==> src/sv/emc_round.sv <==
// Normalize the exact cube to its leading one and apply round-half-up.
module emc_round #(
  parameter int unsigned SIG_WIDTH = 53
) (
  input  logic [3*SIG_WIDTH-1:0] cube,
  input  logic                   round_enable,
  output logic [SIG_WIDTH:0]     result,
  output logic                   overflow
);

  localparam int unsigned W  = SIG_WIDTH;
  localparam int unsigned CW = 3 * SIG_WIDTH;

  logic [W-1:0] top;
  logic         round_bit;

  // Leading one sits in one of the top three cube bits
  always_comb begin
    if (cube[CW-1]) begin
      top       = cube[CW-1 -: W];
      round_bit = cube[CW-1-W];
    end else if (cube[CW-2]) begin
      top       = cube[CW-2 -: W];
      round_bit = cube[CW-2-W];
    end else begin
      top       = cube[CW-3 -: W];
      round_bit = cube[CW-3-W];
    end
  end

  // Add half an ulp when rounding; a carry out lands on bit W
  assign result   = (W+1)'(top) + (W+1)'(round_enable & round_bit);
  assign overflow = result[W];

endmodule

==> config.mk <==
export PLATFORM = sky130hd
export DESIGN_NAME = emc_round
export DESIGN_NICKNAME = d
export VERILOG_FILES = /design/src/sv/emc_round.sv
export SDC_FILE = /design/constraint.sdc
export NUM_CORES = 1
export LEC_CHECK = 0
export ABC_AREA = 1
export BUFFER_PORTS_ARGS = -buffer_cell sky130_fd_sc_hd__buf_2
export CAP_MARGIN = 20
export CELL_PAD_IN_SITES_DETAIL_PLACEMENT = 1
export CELL_PAD_IN_SITES_GLOBAL_PLACEMENT = 1
export CORE_ASPECT_RATIO = 0.9
export CORE_MARGIN = 1
export CORE_UTILIZATION = 26
export DETAILED_ROUTE_END_ITERATION = 12
export PLACE_DENSITY = 0.88
export SYNTH_ARGS = -nofsm -noshare
export SYNTH_HDL_FRONTEND = slang
export SYNTH_SLANG_ARGS = --single-unit
==> constraint.sdc <==
create_clock -name vclk -period 2.25
set_clock_uncertainty 0.2 [all_clocks]
set_input_delay 0.1125 -clock vclk [all_inputs]
set_output_delay 0.1125 -clock vclk [all_outputs]
set_load 0.02 [all_outputs]
Word-level counts from Yosys, hierarchy flattened
Index checks and enable logic that the tools add are counted.
{"block": "classes", "n_addsub": 1, "n_mux": 4, "bitwise_logic": 1}
{"cell": "53-bit two-way mux", "n": 2}
{"cell": "53-bit by 1-bit adder with 54-bit output", "n": 1}
{"cell": "1-bit two-way mux", "n": 2}
{"cell": "1-bit AND", "n": 1}
{"block": "totals", "register_bits": 0, "output_inout_bits": 55, "wordCells": 6}

Logic depth before layout (Yosys ltp)
{"block": "depth", "word_depth": 4, "depth_mapped": 17, "depth_no_buf": 14}

Worst setup path after synthesis
Ideal clock, no wire load.
{"block": "synth_timing", "path_type": "input to output", "startpoint": "input port cube[158]", "endpoint": "output port result[53]", "t_arrival_ns": 2.380, "required_ns": 1.938, "setup_slack_ns": -0.442, "stages": 14, "cell_sequence": "buf_6 > inv_6 > buf_4 > buf_2 > o21ai_0 > o21ai_0 > ha_1 > inv_1 > nor3_4 > nand2_2 > nor2_4 > nand2_1 > nor2_1 > buf_4"}
{"block": "synth_via", "elab_chain_cells": 3, "elab_cells_between_ends": 4}
{"item": "start: declaration", "line": "5", "text": "input logic [3*SIG_WIDTH-1:0] cube,"}
{"item": "1-bit two-way mux", "line": "19", "text": "if (cube[CW-1]) begin"}
{"item": "1-bit AND", "line": "32", "text": "assign result = (W+1)'(top) + (W+1)'(round_enable & round_bit);"}
{"item": "53-bit by 1-bit adder with 54-bit output *", "line": "32"}
{"item": "end: declaration", "line": "7", "text": "output logic [SIG_WIDTH:0] result,"}
Mark *: on every way between the ends. The rest lies on a longest branch, timed or not.

Worst setup path after layout
{"block": "layout_timing", "startpoint": "input port cube[157]", "endpoint": "output port result[14]"}
{"block": "layout_via", "elab_chain_cells": 4, "elab_cells_between_ends": 6}
{"item": "1-bit two-way mux", "line": "22", "text": "end else if (cube[CW-2]) begin"}
{"item": "1-bit two-way mux", "line": "19"}
{"item": "1-bit AND", "line": "32"}
{"item": "53-bit by 1-bit adder with 54-bit output *", "line": "32"}
Marks and branches as above.

==> impl_metrics.json <==
{
  "drt-initial-drc-count": 501,
  "cp.arrival_ns": 2.22,
  "ioPinCount": 215,
  "timing.fmax_mhz": 396,
  "drt_first_pass_iters": 7,
  "dr_total_vias": 6999,
  "max_cap_violations": 0,
  "timing.final.ws_setup_ns": -0.278,
  "dp_slack_ns": -0.231,
  "num-fill-cells": 2192,
  "slew_viol_final": 0,
  "p_total_mw": 1.55,
  "vdd_drop_max_mv": 0.101,
  "cp-end-kind": "output pin",
  "cp-start-kind": "input port",
  "finalWirelength_um": 26300,
  "hold_path_depth": 6,
  "area_growth_pct": 65.5,
  "timing.hold.ws_ns": 0.497,
  "worstMarginPinSlew_ns": 0.360,
  "timing.final.crit_share_pct": 112,
  "hpwl_um": 16900,
  "grt_pass1_wl_um": 33400,
  "seq_area_frac_synth_pct": 0,
  "drcViolationCount": 0,
  "track_usage_pct": 25.6,
  "dieArea_mm2": 0.0164,
  "worstPathRequired_ns": 1.94,
  "antenna_cells": 0,
  "worst_hold_path_type": "input port to output pin",
  "ys_warn_count": 0,
  "nets": 1263,
  "numPortBuffers": 112,
  "globalRouteOverflowTotal": 0,
  "p_leak_nw": 3.36,
  "grt_start_max_net_pins": 30,
  "die-height_um": 122,
  "placedCellCount": 1278,
  "gp_congestion": 0.914,
  "rows": 43,
  "violations": "setup timing",
  "startpoint": "cube[157]",
  "grt_pass1_vias": 6722,
  "seqCellArea_um2": 0,
  "drive_gt1_share_pct": 49.2,
  "routedWlPerCell_um": 20.2,
  "seq_cell_count": 0,
  "rsz0062_at_grt": "yes",
  "grt_antenna_before_repair": 0,
  "whs_endpoint": "result[52]",
  "final_cell_mix": "387 x nand2_1, 133 x buf_4, 86 x buf_2",
  "final_common_cell": "nand2_1",
  "fp.dieW_um": 135,
  "synth_top_area_share_pct": 41.0,
  "max_slew_margin_pct": 76.0,
  "vias_per_cell": 5.38,
  "stdcell_count": 1300,
  "hold_viol": 0,
  "multi_input_area_mm2": 0.00448,
  "synth_area_leaders": "nand2_1 41%, nor2_1 11%, nand3_1 7.5%",
  "cp_max_fo": 17,
  "core_area_mm2": 0.0155,
  "power-per-cell-area_mw_per_mm2": 226,
  "period_minus_slack_ns": 2.53,
  "synth_cells": 879,
  "clock_buffers": 0,
  "min_from": "cube[156]",
  "yosysUniqueCellTypes": 25,
  "syn_area_mm2": 0.00413,
  "outcome": "finished, violations left",
  "synth_top_cell_by_area": "nand2_1",
  "criticalPathCategory": "input port to output pin",
  "avgSynthCellArea_um2": 4.70,
  "syn-num-nets": 1042,
  "ant_nets": 0,
  "finalSetupViolCount": 38,
  "start_util_pct": 26.7
}
==> stage by stage <==
step | instance area, um2 | TNS, ns | util [%]
6_report | 6840 | -3.41 | 44.1
3_5_place_dp | 5700 | -5.86 | 36.8
5_1_grt | 6840 | -6.31 | 44.1
4_1_cts | 6100 | -0.0202 | 39.4
3_3_place_gp | 5700 | -1.63 | 36.8
2_1_floorplan | 4240 | 0 | -
==> cells by family (layout without fill, tap and decap cells) <==
| kind of cell | count (synthesis) | after routing | share of synthesized area [%] |
|---|---|---|---|
| AND/OR/NAND/NOR | 765 | 765 | 81.4 |
| adder cells (fa/ha/maj) | 3 | 3 | 0.908 |
| XOR/XNOR | 31 | 31 | 6.57 |
| buffers and inverters | 75 | 294 | 10.5 |
| AO/OA/AOI/OAI | 5 | 5 | 0.666 |
==> how the worst max path moves through the flow <==
stage,end,depth (start not counted)
3_5_place_dp,result[18],13
5_1_grt,result[14],13
2_1_floorplan,result[53],14
3_3_place_gp,result[45],15
6_report,result[14],13
4_1_cts,result[35],15
==> cells in the mapped netlist <==
library cell  instances
nand2_4               2
nor2_4                6
o211ai_1              1
clkbuf_1              1
buf_6                13
nor2_1              120
nand2_1             451
or2_0                 2
nand4_1              18
or2_2                43
nor3_4                1
nand3_1              62
xor2_1               31
ha_1                  3
o21ai_0               4
nor2_2               27
nor4_1                1
or2_1                 5
nand2_2              18
buf_2                 6
nand3_2               9
inv_2                 9
inv_6                 2
inv_1                34
buf_4                10
==> report_power, final <==
group	total, mW	switching [mW]	internal (mW)
clock network	0	0	0
logic	1.55	0.961	0.584
registers	0	0	0
total	1.55	0.961	0.584
==> per-layer routing <==
layer / routed length, um / vias to the layer above / global-route usage [%]
li1: - / 3123 / -
met1: 9910 / 3334 / 31.3
met3: 1880 / 149 / 2.08
met5: 0 / - / 0
met4: 1850 / 0 / 6.39
met2: 12700 / 393 / 47.8
==> layout make-up <==
type / count / area share [%]
inverters: 45 / 2.80
repair buffers: 249 / 28.0
multi-input cells: 804 / 65.5
well taps: 202 / 3.69
==> critical path, cell delays in order <==
cell,delay (ns)
buf_12,0.13
inv_12,0.08
buf_12,0.15
nand2_1,0.10
nand2_1,0.09
nand2_1,0.08
nand2_2,0.13
nand2_2,0.11
nor2_2,0.33
nand2_2,0.18
nor2_4,0.22
xor2_1,0.27
buf_2,0.22
==> timing repair <==
action | in CTS | in global routing
pin swaps | 13 | 56
setup buffers | 10 | 9
endpoints found under the setup margin | 46 | 45
gates resized for setup | 72 | 196
cloned | 2 | 2
hold buffers | 0 | 0
Power figures use the tool's default switching activity.
